**src/hw/rtl/gl5_pkg.sv**
```systemverilog
// ----------------------------------------------------------------------------
// gl5_pkg
// Shared types, constants and the XB advance table for the GPS L5 ranging
// code generator.
// ----------------------------------------------------------------------------
package gl5_pkg;

	localparam int CODE_LENGTH     = 10230;
	localparam int XA_SHORT_PERIOD = 8190;

	localparam int REG_W  = 13;
	localparam int CHIP_W = 14;
	localparam int PRN_W  = 6;
	localparam int ROW_W  = 6;
	localparam int CFG_W  = 6;

	localparam logic [REG_W-1:0]  REG_ONES   = 13'h1FFF;
	localparam logic [REG_W-1:0]  XA_TAPS    = 13'b0000000011011;
	localparam logic [REG_W-1:0]  XB_TAPS    = 13'b1011011100011;
	localparam logic [CHIP_W-1:0] CODE_LAST  = CHIP_W'(CODE_LENGTH - 1);
	localparam logic [REG_W-1:0]  XA_LAST    = REG_W'(XA_SHORT_PERIOD - 1);
	localparam logic [PRN_W-1:0]  PRN_RESET  = 6'd1;

	// configuration register indexes
	localparam logic CFG_PRN  = 1'b0;
	localparam logic CFG_QSEL = 1'b1;

	// XB advance per row: 32 in-phase entries, then 32 quadrature entries
	localparam logic [REG_W-1:0] ADV_ROM [0:63] = '{
		13'd266,  13'd365,  13'd804,  13'd1138, 13'd1509, 13'd1559, 13'd1756, 13'd2084,
		13'd2170, 13'd2303, 13'd2527, 13'd2687, 13'd2930, 13'd3471, 13'd3940, 13'd4132,
		13'd4332, 13'd4924, 13'd5343, 13'd5443, 13'd5641, 13'd5816, 13'd5898, 13'd5918,
		13'd5955, 13'd6243, 13'd6345, 13'd6477, 13'd6518, 13'd6875, 13'd7168, 13'd7187,
		13'd1701, 13'd323,  13'd5292, 13'd2020, 13'd5429, 13'd7136, 13'd1041, 13'd5947,
		13'd4315, 13'd148,  13'd535,  13'd1939, 13'd5206, 13'd5910, 13'd3595, 13'd5135,
		13'd6082, 13'd6990, 13'd3546, 13'd1523, 13'd4548, 13'd4484, 13'd1893, 13'd3961,
		13'd7106, 13'd5299, 13'd4660, 13'd276,  13'd4389, 13'd3783, 13'd1591, 13'd1601
	};

	typedef enum logic [1:0] {
		ST_IDLE,
		ST_ADVANCE,
		ST_EMIT
	} state_t;

	typedef struct packed {
		logic align;
		logic adv_step;
		logic emit;
	} cmd_t;

	typedef struct packed {
		logic need_align;
		logic adv_last;
	} sts_t;

	function automatic logic [REG_W-1:0] lfsr_next(input logic [REG_W-1:0] r,
		input logic [REG_W-1:0] taps);
		return {^(r & taps), r[REG_W-1:1]};
	endfunction

endpackage

```
**src/hw/rtl/gl5_ctrl.sv**
```systemverilog
// ----------------------------------------------------------------------------
// gl5_ctrl
// Sequencer: accepts transactions, runs the XB advance after a re-alignment
// and owns the output valid.
// ----------------------------------------------------------------------------
module gl5_ctrl (
	input  logic          clk,
	input  logic          arst_n,
	input  logic          in_valid,
	output logic          in_stall,
	output logic          out_valid,
	input  logic          out_stall,
	input  gl5_pkg::sts_t sts,
	output gl5_pkg::cmd_t cmd
);
	import gl5_pkg::*;

	state_t state_q;
	state_t state_d;
	logic   out_valid_q;
	logic   slot_free;
	logic   accept;

	assign slot_free = !out_valid_q || !out_stall;
	assign in_stall  = !((state_q == ST_IDLE) && slot_free);
	assign accept    = in_valid && !in_stall;
	assign out_valid = out_valid_q;

	always_ff @(posedge clk or negedge arst_n) begin
		if (!arst_n) begin
			state_q     <= ST_IDLE;
			out_valid_q <= 1'b0;
		end else begin
			state_q <= state_d;
			if (cmd.emit) begin
				out_valid_q <= 1'b1;
			end else if (!out_stall) begin
				out_valid_q <= 1'b0;
			end
		end
	end

	always_comb begin
		state_d = state_q;
		cmd     = '0;
		case (state_q)
			ST_IDLE: begin
				if (accept) begin
					if (sts.need_align) begin
						cmd.align = 1'b1;
						state_d   = ST_ADVANCE;
					end else begin
						cmd.emit = 1'b1;
					end
				end
			end
			ST_ADVANCE: begin
				cmd.adv_step = 1'b1;
				if (sts.adv_last) begin
					state_d = ST_EMIT;
				end
			end
			ST_EMIT: begin
				if (slot_free) begin
					cmd.emit = 1'b1;
					state_d  = ST_IDLE;
				end
			end
			default: begin
				state_d = ST_IDLE;
			end
		endcase
	end

`ifndef SYNTHESIS
	a_emit_slot_free: assert property (@(posedge clk) disable iff (!arst_n)
		cmd.emit |-> slot_free)
		else $error("result emitted over an untaken result");
	a_direct_emit: assert property (@(posedge clk) disable iff (!arst_n)
		(accept && !sts.need_align) |=> out_valid_q)
		else $error("accepted transaction produced no result");
	a_advance_done: assert property (@(posedge clk) disable iff (!arst_n)
		(state_q == ST_ADVANCE && sts.adv_last) |=> (state_q == ST_EMIT))
		else $error("advance did not finish into emit");
`endif

endmodule

```
**src/hw/rtl/gl5_datapath.sv**
```systemverilog
// ----------------------------------------------------------------------------
// gl5_datapath
// XA/XB shift registers, position and chip counters, advance counter and
// the output payload register.
// ----------------------------------------------------------------------------
module gl5_datapath (
	input  logic                              clk,
	input  logic                              arst_n,
	input  gl5_pkg::cmd_t                     cmd,
	output gl5_pkg::sts_t                     sts,
	input  logic                              restart,
	input  logic [gl5_pkg::ROW_W-1:0]         cur_row,
	output logic                              chip_negative,
	output logic [gl5_pkg::CHIP_W-1:0]        chip_index,
	output logic                              period_end
);
	import gl5_pkg::*;

	logic [REG_W-1:0]  xa_q;
	logic [REG_W-1:0]  xa_pos_q;
	logic [REG_W-1:0]  xb_q;
	logic [CHIP_W-1:0] xb_pos_q;
	logic [CHIP_W-1:0] chip_cnt_q;
	logic [REG_W-1:0]  adv_cnt_q;
	logic              aligned_q;
	logic              pending_q;
	logic [ROW_W-1:0]  pend_row_q;

	logic              use_cur;
	logic [ROW_W-1:0]  row;
	logic [REG_W-1:0]  xb_step;
	logic [CHIP_W-1:0] xb_pos_step;

	logic              out_neg_q;
	logic [CHIP_W-1:0] out_idx_q;
	logic              out_end_q;

	assign use_cur        = restart || !aligned_q;
	assign row            = use_cur ? cur_row : pend_row_q;
	assign sts.need_align = use_cur || pending_q;
	assign sts.adv_last   = (adv_cnt_q == REG_W'(1));

	always_comb begin
		if (xb_pos_q == CODE_LAST) begin
			xb_step     = REG_ONES;
			xb_pos_step = '0;
		end else begin
			xb_step     = lfsr_next(xb_q, XB_TAPS);
			xb_pos_step = xb_pos_q + CHIP_W'(1);
		end
	end

	always_ff @(posedge clk or negedge arst_n) begin
		if (!arst_n) begin
			xa_q       <= REG_ONES;
			xa_pos_q   <= '0;
			xb_q       <= REG_ONES;
			xb_pos_q   <= '0;
			chip_cnt_q <= '0;
			adv_cnt_q  <= '0;
			aligned_q  <= 1'b0;
			pending_q  <= 1'b0;
			pend_row_q <= '0;
		end else if (cmd.align) begin
			xa_q       <= REG_ONES;
			xa_pos_q   <= '0;
			xb_q       <= REG_ONES;
			xb_pos_q   <= '0;
			chip_cnt_q <= '0;
			adv_cnt_q  <= ADV_ROM[row];
			aligned_q  <= 1'b1;
			pending_q  <= 1'b0;
		end else if (cmd.adv_step) begin
			xb_q      <= xb_step;
			xb_pos_q  <= xb_pos_step;
			adv_cnt_q <= adv_cnt_q - REG_W'(1);
		end else if (cmd.emit) begin
			if (chip_cnt_q == CODE_LAST) begin
				// re-align at the next transaction; unless restart is set, use the row selected now
				chip_cnt_q <= '0;
				pending_q  <= 1'b1;
				pend_row_q <= cur_row;
			end else begin
				chip_cnt_q <= chip_cnt_q + CHIP_W'(1);
				xb_q       <= xb_step;
				xb_pos_q   <= xb_pos_step;
				if (xa_pos_q == XA_LAST) begin
					xa_q     <= REG_ONES;
					xa_pos_q <= '0;
				end else begin
					xa_q     <= lfsr_next(xa_q, XA_TAPS);
					xa_pos_q <= xa_pos_q + REG_W'(1);
				end
			end
		end
	end

	always_ff @(posedge clk) begin
		if (cmd.emit) begin
			out_neg_q <= xa_q[0] ^ xb_q[0];
			out_idx_q <= chip_cnt_q;
			out_end_q <= (chip_cnt_q == CODE_LAST);
		end
	end

	assign chip_negative = out_neg_q;
	assign chip_index    = out_idx_q;
	assign period_end    = out_end_q;

`ifndef SYNTHESIS
	a_chip_range: assert property (@(posedge clk) disable iff (!arst_n)
		chip_cnt_q <= CODE_LAST)
		else $error("chip counter beyond code period");
	a_xa_range: assert property (@(posedge clk) disable iff (!arst_n)
		xa_pos_q <= XA_LAST)
		else $error("XA position beyond short period");
	a_xb_range: assert property (@(posedge clk) disable iff (!arst_n)
		xb_pos_q <= CODE_LAST)
		else $error("XB position beyond code period");
`endif

endmodule

```
**src/hw/rtl/gps_l5_ranging_code_generator_core.sv**
```systemverilog
// ----------------------------------------------------------------------------
// gps_l5_ranging_code_generator_core
// GPS L5 ranging code generator: one code chip per input transaction.
// ----------------------------------------------------------------------------
//  channel  handshake            payload
//  input    in_valid / in_stall  restart
//  output   out_valid/out_stall  chip_negative, chip_index, period_end
//  config   cfg_we               cfg_index, cfg_data
//
//  A transaction that continues the code is emitted as it is accepted.
//  A re-alignment (restart, first transaction after reset, or first one
//  after a period end) resets XA and XB, steps XB once per cycle through
//  the advance counter, then emits the chip when the output slot is free.
//  The output register takes a result while the next input is accepted.
//  Reset is asynchronous, active low.
// ----------------------------------------------------------------------------
module gps_l5_ranging_code_generator_core (
	input  logic                        clk,
	input  logic                        arst_n,
	input  logic                        in_valid,
	output logic                        in_stall,
	input  logic                        restart,
	output logic                        out_valid,
	input  logic                        out_stall,
	output logic                        chip_negative,
	output logic [gl5_pkg::CHIP_W-1:0]  chip_index,
	output logic                        period_end,
	input  logic                        cfg_we,
	input  logic                        cfg_index,
	input  logic [gl5_pkg::CFG_W-1:0]   cfg_data
);
	import gl5_pkg::*;

	logic [PRN_W-1:0] prn_q;
	logic             qsel_q;
	logic [PRN_W-1:0] prn_m1;
	logic [ROW_W-1:0] cur_row;
	cmd_t             cmd;
	sts_t             sts;

	always_ff @(posedge clk or negedge arst_n) begin
		if (!arst_n) begin
			prn_q  <= PRN_RESET;
			qsel_q <= 1'b0;
		end else if (cfg_we) begin
			case (cfg_index)
				CFG_PRN:  prn_q  <= cfg_data[PRN_W-1:0];
				CFG_QSEL: qsel_q <= cfg_data[0];
				default: begin
				end
			endcase
		end
	end

	// PRN 0 maps to row 31, PRN 33..63 fold onto 0..30
	assign prn_m1  = prn_q - PRN_W'(1);
	assign cur_row = {qsel_q, prn_m1[4:0]};

	gl5_ctrl u_ctrl (
		.clk       (clk),
		.arst_n    (arst_n),
		.in_valid  (in_valid),
		.in_stall  (in_stall),
		.out_valid (out_valid),
		.out_stall (out_stall),
		.sts       (sts),
		.cmd       (cmd)
	);

	gl5_datapath u_datapath (
		.clk           (clk),
		.arst_n        (arst_n),
		.cmd           (cmd),
		.sts           (sts),
		.restart       (restart),
		.cur_row       (cur_row),
		.chip_negative (chip_negative),
		.chip_index    (chip_index),
		.period_end    (period_end)
	);

endmodule
```
**config.mk**
```make
export PLATFORM = sky130hd
export DESIGN_NAME = gps_l5_ranging_code_generator_core
export DESIGN_NICKNAME = d
export VERILOG_FILES = /design/src/hw/rtl/gl5_pkg.sv /design/src/hw/rtl/gl5_ctrl.sv /design/src/hw/rtl/gl5_datapath.sv /design/src/hw/rtl/gps_l5_ranging_code_generator_core.sv
export SDC_FILE = /design/constraint.sdc
export NUM_CORES = 1
export LEC_CHECK = 0
export BUFFER_PORTS_ARGS = -buffer_cell sky130_fd_sc_hd__buf_4
export CAP_MARGIN = 15
export CORE_ASPECT_RATIO = 0.5
export CORE_UTILIZATION = 55
export DETAILED_ROUTE_END_ITERATION = 7
export PLACE_DENSITY = 0.82
export SLEW_MARGIN = 0
export SYNTH_ARGS = -nofsm -noshare
export SYNTH_HDL_FRONTEND = slang
export SYNTH_SLANG_ARGS = --single-unit
```
**constraint.sdc**
```tcl
create_clock -name clk -period 3.7 [get_ports clk]
set_input_delay 0.555 -clock clk [delete_from_list [all_inputs] [get_ports clk]]
set_output_delay 0.555 -clock clk [all_outputs]
set_load 0.01 [all_outputs]
```
==> reports/metrics.cfg, run 1 <==
[outcome]
outcome=completed

[place]
port_buffers=29
place_hpwl_um=11510
gp_congestion=0.9891
dp_cells=961

[detailed_routing]
wl_per_cell_um=17.48
vias_per_cell=6.262
first_pass_iters=5
first_iter_violations=730
drt-total-wl_um=17360
antenna_left=0
drc=0
vias=6218

[global_route]
globalRouteTotalUtil_pct=28.52
grt_pass1_wl_um=28380
grt_remaining_overflow=0
grt_busiest_layer=met2
grt_pass1_vias=5750
use_met3_pct=6.962
grt.met2_usage_pct=46.32
grt_max_degree=57
antenna_found_initial=0
grt_use_met1_pct=37.61

[logic_synthesis]
synth-seq-cells=113
synth-main-ff-cell=dfrtp_1
synthCells=782
syn_avg_cell_area_um2=8.618
yosysWarnings=0
synth_edf_count=16
mappedNetlistNets=814
yosysSeqAreaShare_pct=43.65
synth_async_sr_flop_share_pct=85.84
netlist_area_mm2=0.006739
yosysUniqueCellTypes=71

[floorplanning]
die_h_um=80.27
die_area_mm2=0.01273
fp-row-count=28
start_util_pct=56.74
core_area_mm2=0.01188
ios=31
die_x_um=158.5

[sta]
rsz0062_at_grt=false
clock_skew_ns=0.008476
post-route-period-util_pct=85.44
setup_viol=0
finalMaxSlewViolations=0
slew_headroom_pct=45.70
hold_viol_final=0
worstMarginPinSlew_ns=0.8043
setup_tns_ns=0
clock.fmax_mhz=316.3
period_minus_slack_ns=3.161

[finish]
area_growth_pct=16.04
final_layout_size_suffix_gt1_share_pct=15.46
antennaDiodeCount=0
nets=847
layout.cells.non_filler=993
fill_cells=906

[power_and_ir_drop]
clock_power_share_pct=43.6
switching_share_pct=30.01
p_per_area_mw_per_mm2=494.8
share_seq_of_total_power_pct=33.2
ir_drop_mv=0.3260
p_int_mw=2.708
leakage_nw=3.250
switchingPower_mw=1.161
combPwrFrac_pct=23.2

[clock_tree]
cts_hold_buf=0
cts_tree=built
post-cts-setup-buffers=0
cts_num_sinks=113
ctsResizeCount=0
clockBufferDepth=2
clk_pin_slew_ns=0.06
htreeDepth=4
cts_root_buf=clkbuf_16
cts_made_buffers=17
clk_latency_ns=0.40

[setup_path]
timing.rr.end=u_datapath.adv_cnt_q[7]
worstPathArrival_ns=3.45
critical_path_buf_inv_count=2
slowest_delay_ns=0.58
worstSetupPathType=flip-flop to flip-flop
slowest_stage=dfstp_2
reg2reg_slack_ns=0.54
path_max_fanout=13
critPathLaunchType=flip-flop
r2r-start=prn_q[0]
crit_chain=inv_1, ha_1, a21oi_2, buf_4, ha_1, nor2_1, o32ai_1, or4_1, a211o_1, a32o_1
reg2reg_depth=10
worstPathRequired_ns=3.98
cp_common_cell=ha_1
cpLargestDelayFamily=compound AO/OA/AOI/OAI gates
endpoint_kind=flip-flop

[run]
maxCapViolCount=0

[hold_path]
hold_path_class=primary input to asynchronous set/reset pin

[logic make-up (layout without fill, tap and decap cells)]
family                   count (synthesis)  count (layout)  share of synthesized area [%]
AND/OR/NAND/NOR                        314             314                          21.63
AO/OA/AOI/OAI                          228             228                          21.11
flip-flops                             113             113                          43.65
buffers and inverters                   65             111                          3.918
XOR/XNOR                                29              29                          3.769
adder cells (fa/ha/maj)                 19              19                          3.528
multiplexers                            14              14                          2.395
[cells in the final DEF (no fill, tap or decap), types with 4 or more instances in the layout]
| cell type | instances |
|---|---|
| nand2_1 | 85 |
| edfxtp_1 | 16 |
| dfstp_2 | 27 |
| bufinv_16 | 4 |
| mux2i_1 | 6 |
| a221oi_1 | 6 |
| o21ai_0 | 90 |
| mux2_2 | 7 |
| ha_1 | 19 |
| nor2_1 | 107 |
| xnor2_1 | 17 |
| nor3b_1 | 4 |
| nand3_1 | 13 |
| and3_1 | 8 |
| o211ai_1 | 6 |
| inv_1 | 18 |
| xor2_1 | 12 |
| dfrtp_1 | 70 |
| nor3_1 | 43 |
| a31oi_1 | 15 |
| nand4_1 | 18 |
| clkinv_1 | 5 |
| o22ai_1 | 8 |
| or3_1 | 7 |
| clkbuf_16 | 17 |
| a211oi_1 | 4 |
| a21oi_1 | 45 |
| buf_4 | 60 |
| o31ai_1 | 6 |
| nor2b_1 | 4 |
[cell usage after synthesis, drive strengths merged (3+ instances only)]
cell type	instances	share of area, %
xor2	12	1.6
o311ai	3	0.39
edfxtp	16	7.1
xnor2	17	2.2
mux2i	7	1.2
a41o	3	0.45
nand4	18	1.7
o22ai	8	0.74
or3	7	0.65
nor2b	4	0.37
nand2	85	4.7
a31oi	16	1.7
nand2b	3	0.28
a21oi	46	3.5
nand3b	3	0.33
a221oi	6	0.78
and3	8	0.74
mux2	7	1.2
clkbuf	32	1.8
a211oi	4	0.45
and2	3	0.28
inv	18	1.0
nor3b	4	0.45
o31ai	6	0.67
a21o	3	0.33
buf	14	1.1
o21ai	91	6.8
nor3	43	3.2
nor4b	3	0.39
ha	19	3.5
nor2	107	6.0
o2111ai	3	0.39
dfstp	27	11
o211ai	6	0.67
and4	3	0.39
nor4	3	0.28
dfrtp	70	26
nand3	13	0.97
o221ai	3	0.39
[flip-flops by register name, indices dropped and copies added (netlist names), 2 cells and up]
name                   cells
prn_q                      5
u_ctrl.state_q             2
u_datapath.adv_cnt_q      13
u_datapath.chip_cnt_q     14
u_datapath.chip_index     14
u_datapath.pend_row_q      6
u_datapath.xa_pos_q       13
u_datapath.xa_q           13
u_datapath.xb_pos_q       14
u_datapath.xb_q           13
[cell type report]
cell class | count | area, µm² | area share, %
Timing Repair Buffer | 60 | 450.4 | 5.760
Clock buffer | 20 | 446.7 | 5.712
Tap cell | 165 | 206.4 | 2.640
Clock inverter | 12 | 163.9 | 2.096
Multi-Input combinational cell | 604 | 3540 | 45.26
Inverter | 19 | 71.32 | 0.9120
Sequential cell | 113 | 2942 | 37.62
[worst reg2reg max path: stages (launching register included)]
cell and delay (ns):
dfstp_2 0.58, inv_1 0.09, ha_1 0.38, a21oi_2 0.08, buf_4 0.20, ha_1 0.26
nor2_1 0.33, o32ai_1 0.15, or4_1 0.42, a211o_1 0.35, a32o_1 0.21
[metrics by stage]
stage / total power [mW] / hold slack (ns) / setup WS [ns] / cell area [µm²] / util, %
3_3_place_gp: 2.166 / 0.4668 / 0.6551 / 7209 / 60.70
3_5_place_dp: 2.162 / 0.4781 / 0.6371 / 7209 / 60.70
5_1_grt: 4.014 / 0.2487 / 0.3782 / 7820 / 65.84
4_1_cts: 3.846 / 0.2186 / 0.6068 / 7820 / 65.84
6_report: 3.869 / 0.1888 / 0.5386 / 7820 / 65.84
2_1_floorplan: 1.894 / 0.2594 / 0.1608 / 6739 / -
[routing by layer]
layer | vias to the layer above | part of all wire (%)
met4 | 0 | 1.6
met5 | - | 0
met1 | 3006 | 45
met3 | 38 | 6.5
li1 | 2917 | -
met2 | 257 | 47
[power by group through the flow]
stage          clock (mW)  sequential, mW  combinational [mW]
3_5_place_dp            0            1.30               0.858
2_1_floorplan           0            1.30               0.596
4_1_cts              1.70            1.28               0.864
3_3_place_gp            0            1.30               0.862
5_1_grt              1.76            1.29               0.968
6_report             1.69            1.28               0.899
[how the worst max path moves through the flow]
stage	startpoint	slack, ns	to	cells past startpoint
3_5_place_dp	prn_q[0]	0.64	u_datapath.adv_cnt_q[7]	10
6_report	prn_q[0]	0.54	u_datapath.adv_cnt_q[7]	10
2_1_floorplan	restart	0.16	u_datapath.adv_cnt_q[7]	12
5_1_grt	prn_q[0]	0.38	u_datapath.adv_cnt_q[4]	11
4_1_cts	prn_q[0]	0.61	u_datapath.adv_cnt_q[7]	10
3_3_place_gp	prn_q[0]	0.66	u_datapath.adv_cnt_q[7]	10
Note: power is estimated with default switching activity, not from simulation.
==> inputs of run 2 (changes only) <==
--- a/config.mk
+++ b/config.mk
@@ -5,12 +5,12 @@
 export SDC_FILE = /design/constraint.sdc
 export NUM_CORES = 1
 export LEC_CHECK = 0
-export BUFFER_PORTS_ARGS = -buffer_cell sky130_fd_sc_hd__buf_4
 export CAP_MARGIN = 15
 export CORE_ASPECT_RATIO = 0.5
 export CORE_UTILIZATION = 55
 export DETAILED_ROUTE_END_ITERATION = 7
-export PLACE_DENSITY = 0.82
+export DONT_BUFFER_PORTS = 1
+export PLACE_DENSITY = 0.78
 export SLEW_MARGIN = 0
 export SYNTH_ARGS = -nofsm -noshare
 export SYNTH_HDL_FRONTEND = slang
==> run 2 against run 1 <==
Compared with the run above: power shrank 1.0%; clock power is essentially flat; sequential share of layout area grew 1.0 points; non-clock buffer count shrank 30; die area is the same; via count shrank 2.6%; critical path depth shrank 2; largest cell class unchanged.
==> reports/metrics.cfg, run 2 (synthesis gave the netlist of run 1 again) <==
[finish]
antennaDiodeCount=0
final_common_cell=nor2_1
area_growth_pct=13.03
layout.cells.non_filler=963
nets=817
layout_common_cells=nor2_1 (107), o21ai_0 (90), nand2_1 (85)
final_layout_size_suffix_gt1_share_pct=12.91

[detailed_routing]
wl_per_cell_um=17.61
first_pass_iters=7
vias_per_cell=6.290
first_iter_violations=862
antenna_left=0
vias=6057
drc=0
drt-total-wl_um=16960

[floorplanning]
die_x_um=158.5
die_h_um=80.27
die_area_mm2=0.01273
ios=31
start_util_pct=56.74
fp-row-count=28
core_area_mm2=0.01188

[global_route]
grt_remaining_overflow=0
antenna_found_initial=0
globalRouteTotalUtil_pct=28.23
grt.met2_usage_pct=44.96
use_met3_pct=6.854
grt_pass1_vias=5550
grt_pass1_wl_um=27720
grt_use_met1_pct=37.68
grt_max_degree=98
grt_busiest_layer=met2

[sta]
worstMarginPinSlew_ns=0.8407
slew_headroom_pct=43.95
finalMaxSlewViolations=0
rsz0062_at_grt=false
setup_viol=0
clock.fmax_mhz=322.0
post-route-period-util_pct=83.92
clock_skew_ns=0.007506
setup_tns_ns=0
hold_viol_final=0
period_minus_slack_ns=3.105

[setup_path]
path_max_fanout=29
critPathLaunchType=flip-flop
endpoint_kind=flip-flop
worstPathRequired_ns=3.97
worstSetupPathType=flip-flop to flip-flop
worstPathArrival_ns=3.37

[clock_tree]
cts_num_sinks=113
clk_pin_slew_ns=0.05
cts_tree=built
ctsResizeCount=0
clk_latency_ns=0.41
post-cts-setup-buffers=0
htreeDepth=4
cts_made_buffers=17
cts_hold_buf=1
clockBufferDepth=2
cts_root_buf=clkbuf_16

[power_and_ir_drop]
ir_drop_mv=0.3465
leakage_nw=3.108
p_per_area_mw_per_mm2=502.9

[hold_path]
hold_path_class=primary input to asynchronous set/reset pin

[outcome]
outcome=completed

[place]
gp_congestion=1.012
port_buffers=0
place_hpwl_um=11150
dp_cells=930

[run]
maxCapViolCount=0

[run 2: power breakdown]
part | total (mW) | internal [mW] | switching [mW]
sequential | 1.28 | 1.27 | 0.0134
combinational | 0.877 | 0.300 | 0.578
clock | 1.67 | 1.10 | 0.574
[run 2: final timing paths]
check,start,to,slack [ns],cells past startpoint
worst min-delay path,arst_n,u_datapath.xa_pos_q[8],0.05,1
worst min register to register,u_datapath.xa_pos_q[12],u_datapath.xa_pos_q[12],0.48,1
worst max register to register,prn_q[2],u_datapath.adv_cnt_q[5],0.59,8
worst max-delay path,prn_q[2],u_datapath.adv_cnt_q[5],0.59,8
min in group clk,cfg_data[1],prn_q[1],0.26,2
max in group asynchronous,arst_n,prn_q[0],3.25,1
[run 2: routing by layer]
| layer | routed length (µm) | up-vias |
|---|---|---|
| met3 | 1323 | 40 |
| met5 | 0 | - |
| met1 | 7575 | 2872 |
| met2 | 7735 | 288 |
| li1 | - | 2857 |
| met4 | 320 | 0 |
[run 2: layout make-up]
type	instances	area [µm²]
tap	165	206.4
multi-input combinational	604	3540
sequential	113	2942
inverter	19	71.32
clock inverter	13	158.9
fill	939	4259
clock buffer	19	454.2
timing repair buffer	30	245.2
[run 2: critical path, cell delays in order (launching register included)]
cell and delay, ns:
dfrtp_1 0.47, or4_4 0.58, a31oi_4 0.72, buf_4 0.28
nand2_1 0.07, o211ai_1 0.11, a21oi_1 0.08, a311oi_1 0.49
nor3_1 0.13
[run 2: stage by stage]
stage          utilization, %  setup slack, ns  instance area (µm²)  hold slack [ns]  power [mW]
2_1_floorplan               -           0.1608                 6739           0.2594       1.894
3_3_place_gp            58.74           0.5938                 6977           0.2617       2.133
3_5_place_dp            58.74           0.5886                 6977           0.2614       2.123
4_1_cts                 64.14           0.6477                 7617          0.08098       3.812
5_1_grt                 64.14           0.4618                 7617          0.09216       3.973
6_report                64.14           0.5948                 7617          0.04596       3.831
==> inputs of run 3 (changes only) <==
--- a/config.mk
+++ b/config.mk
@@ -10,7 +10,7 @@
 export CORE_UTILIZATION = 55
 export DETAILED_ROUTE_END_ITERATION = 7
 export DONT_BUFFER_PORTS = 1
-export PLACE_DENSITY = 0.78
+export PLACE_DENSITY = 0.75
 export SLEW_MARGIN = 0
 export SYNTH_ARGS = -nofsm -noshare
 export SYNTH_HDL_FRONTEND = slang
==> constraint.sdc (replaced) <==
create_clock -name clk -period 2.9 [get_ports clk]
set_input_delay 0.435 -clock clk [delete_from_list [all_inputs] [get_ports clk]]
set_output_delay 0.435 -clock clk [all_outputs]
set_load 0.01 [all_outputs]
==> run 3 against run 2 <==
Compared with the run above: die area stayed put; via count increased by 0.61%; cell area is 2.9% higher; sequential power increased by 28%; clock power increased by 19%; largest power group unchanged; largest cell class unchanged; cell count grew 2.9%; worst setup slack worse by 0.48 ns; register-to-register slack got worse by 0.48 ns.
==> reports/metrics.cfg, run 3 (synthesis gave the netlist of run 1 again) <==
[sta]
clock.fmax_mhz=358.8
hold_ws_ns=0.1394
finalMaxSlewViolations=0
clock_skew_ns=0.01314
rsz0062_at_grt=false
period_minus_slack_ns=2.787
worstMarginPinSlew_ns=0.6704
setup_tns_ns=0
setup_viol=0
post-route-period-util_pct=96.10
hold_viol_final=0
slew_headroom_pct=54.74
fin_ws_ns=0.1130

[finish]
antennaDiodeCount=0
area_growth_pct=16.28
fill_cells=926
nets=845
final_common_cell=nor2_1
layout_common_cells=nor2_1 (106), o21ai_0 (90), nand2_1 (85)
layout.cells.non_filler=991
final_layout_size_suffix_gt1_share_pct=16.22
final_cell_area_mm2=0.007836
final_core_util_pct=65.98

[global_route]
grt_remaining_overflow=0
globalRouteTotalUtil_pct=28.92
grt_pass1_vias=5488
grt_max_degree=98
grt_pass1_wl_um=28080
antenna_found_initial=0

[setup_path]
path_max_fanout=8
reg2reg_slack_ns=0.11
reg2reg_depth=10
worstPathArrival_ns=3.08
endpoint_kind=flip-flop
r2r-start=prn_q[0]
timing.rr.end=u_datapath.adv_cnt_q[7]
worstPathRequired_ns=3.19
slowest_delay_ns=0.54
slowest_stage=dfstp_2
worstSetupPathType=flip-flop to flip-flop
critPathLaunchType=flip-flop
crit_chain=inv_2, ha_4, a21oi_4, buf_4, ha_1, nor2_4, o32ai_1, or4_1, a211o_1, a32o_1

[detailed_routing]
drc=0
vias_per_cell=6.149
first_pass_iters=5
antenna_left=0
vias=6094
route.met2.wl_um=7636
met1_length_um=8147
first_iter_violations=588
wl_per_cell_um=17.57
wl_met3_um=1221
highest_layer=met4
drt-total-wl_um=17410

[place]
gp_congestion=0.9791
dp_cells=956
place_hpwl_um=11660
port_buffers=0
dpl_cell_area_mm2=0.007217
post-place-ws_ns=0.06273

[clock_tree]
ctsResizeCount=0
clockBufferDepth=2
htreeDepth=4
cts_num_sinks=113
clk_latency_ns=0.42
cts_root_buf=clkbuf_16
cts_made_buffers=17
clk_pin_slew_ns=0.06
cts_tree=built

[power_and_ir_drop]
p_per_area_mw_per_mm2=621.9
ir_drop_mv=0.5400
leakage_nw=3.243
total_power_mw=4.873

[floorplanning]
fp-row-count=28
core_area_mm2=0.01188
die_area_mm2=0.01273
die_x_um=158.5
ios=31
start_util_pct=56.74
die_h_um=80.27

[outcome]
outcome=completed

[run]
maxCapViolCount=0

[hold_path]
hold_path_class=primary input to flip-flop
min_to=prn_q[1]
hold_depth=2
min_from=cfg_data[1]

[run 3: cell count changes in the layout (fill, tap and decap cells not counted), moves of 2 or more]
cell	before	now
buf_4	29	55
bufinv_16	3	0
clkinv_2	4	2
clkinv_4	2	7
clkinvlp_4	3	0
inv_6	1	3
[run 3: worst max path at each step]
| stage | start | to | slack [ns] | cells after the start |
|---|---|---|---|---|
| after floorplan | prn_q[0] | u_datapath.adv_cnt_q[7] | 0.006 | 11 |
| after global placement | prn_q[0] | u_datapath.adv_cnt_q[7] | 0.10 | 10 |
| after detailed placement | prn_q[0] | u_datapath.adv_cnt_q[7] | 0.06 | 10 |
| after CTS | prn_q[0] | u_datapath.adv_cnt_q[7] | 0.05 | 10 |
| after global routing | prn_q[0] | u_datapath.adv_cnt_q[7] | 0.03 | 10 |
| final | prn_q[0] | u_datapath.adv_cnt_q[7] | 0.11 | 10 |
[run 3: layout make-up]
cell class	count	area (µm²)	area share (%)
clock inverters	12	95.09	1.213
clock buffers	20	479.2	6.115
repair buffers	58	470.5	6.004
well taps	165	206.4	2.635
inverters	19	76.32	0.9740
flip-flops and latches	113	2942	37.54
multi-input cells	604	3567	45.52
[run 3: critical path: cells and delay by family, from the launching register on]
kind / cells / cell delay (ns)
compound gates: 4 / 0.74
simple gates: 2 / 0.60
fa+ha+maj: 2 / 0.52
flops: 1 / 0.54
buf+inv: 2 / 0.25
[run 3: repair_timing]
item                       4_1_cts  5_1_grt
hold endpoints to repair        97        0
buffers inserted                 0        1
setup endpoints to repair        0        1
hold buffers                     2        0
[run 3: routing by layer]
layer / vias to the layer above / track usage [%]
li1: 2916 / -
met1: 2942 / 39.87
met3: 38 / 7.987
met2: 198 / 43.55
met4: 0 / 10.00
met5: - / 0
[run 3: power breakdown]
group	internal [mW]	switching, mW	leakage (nW)
Sequential	1.62	0.0159	1.36
Combinational	0.466	0.794	1.59
Clock	1.21	0.772	0.286
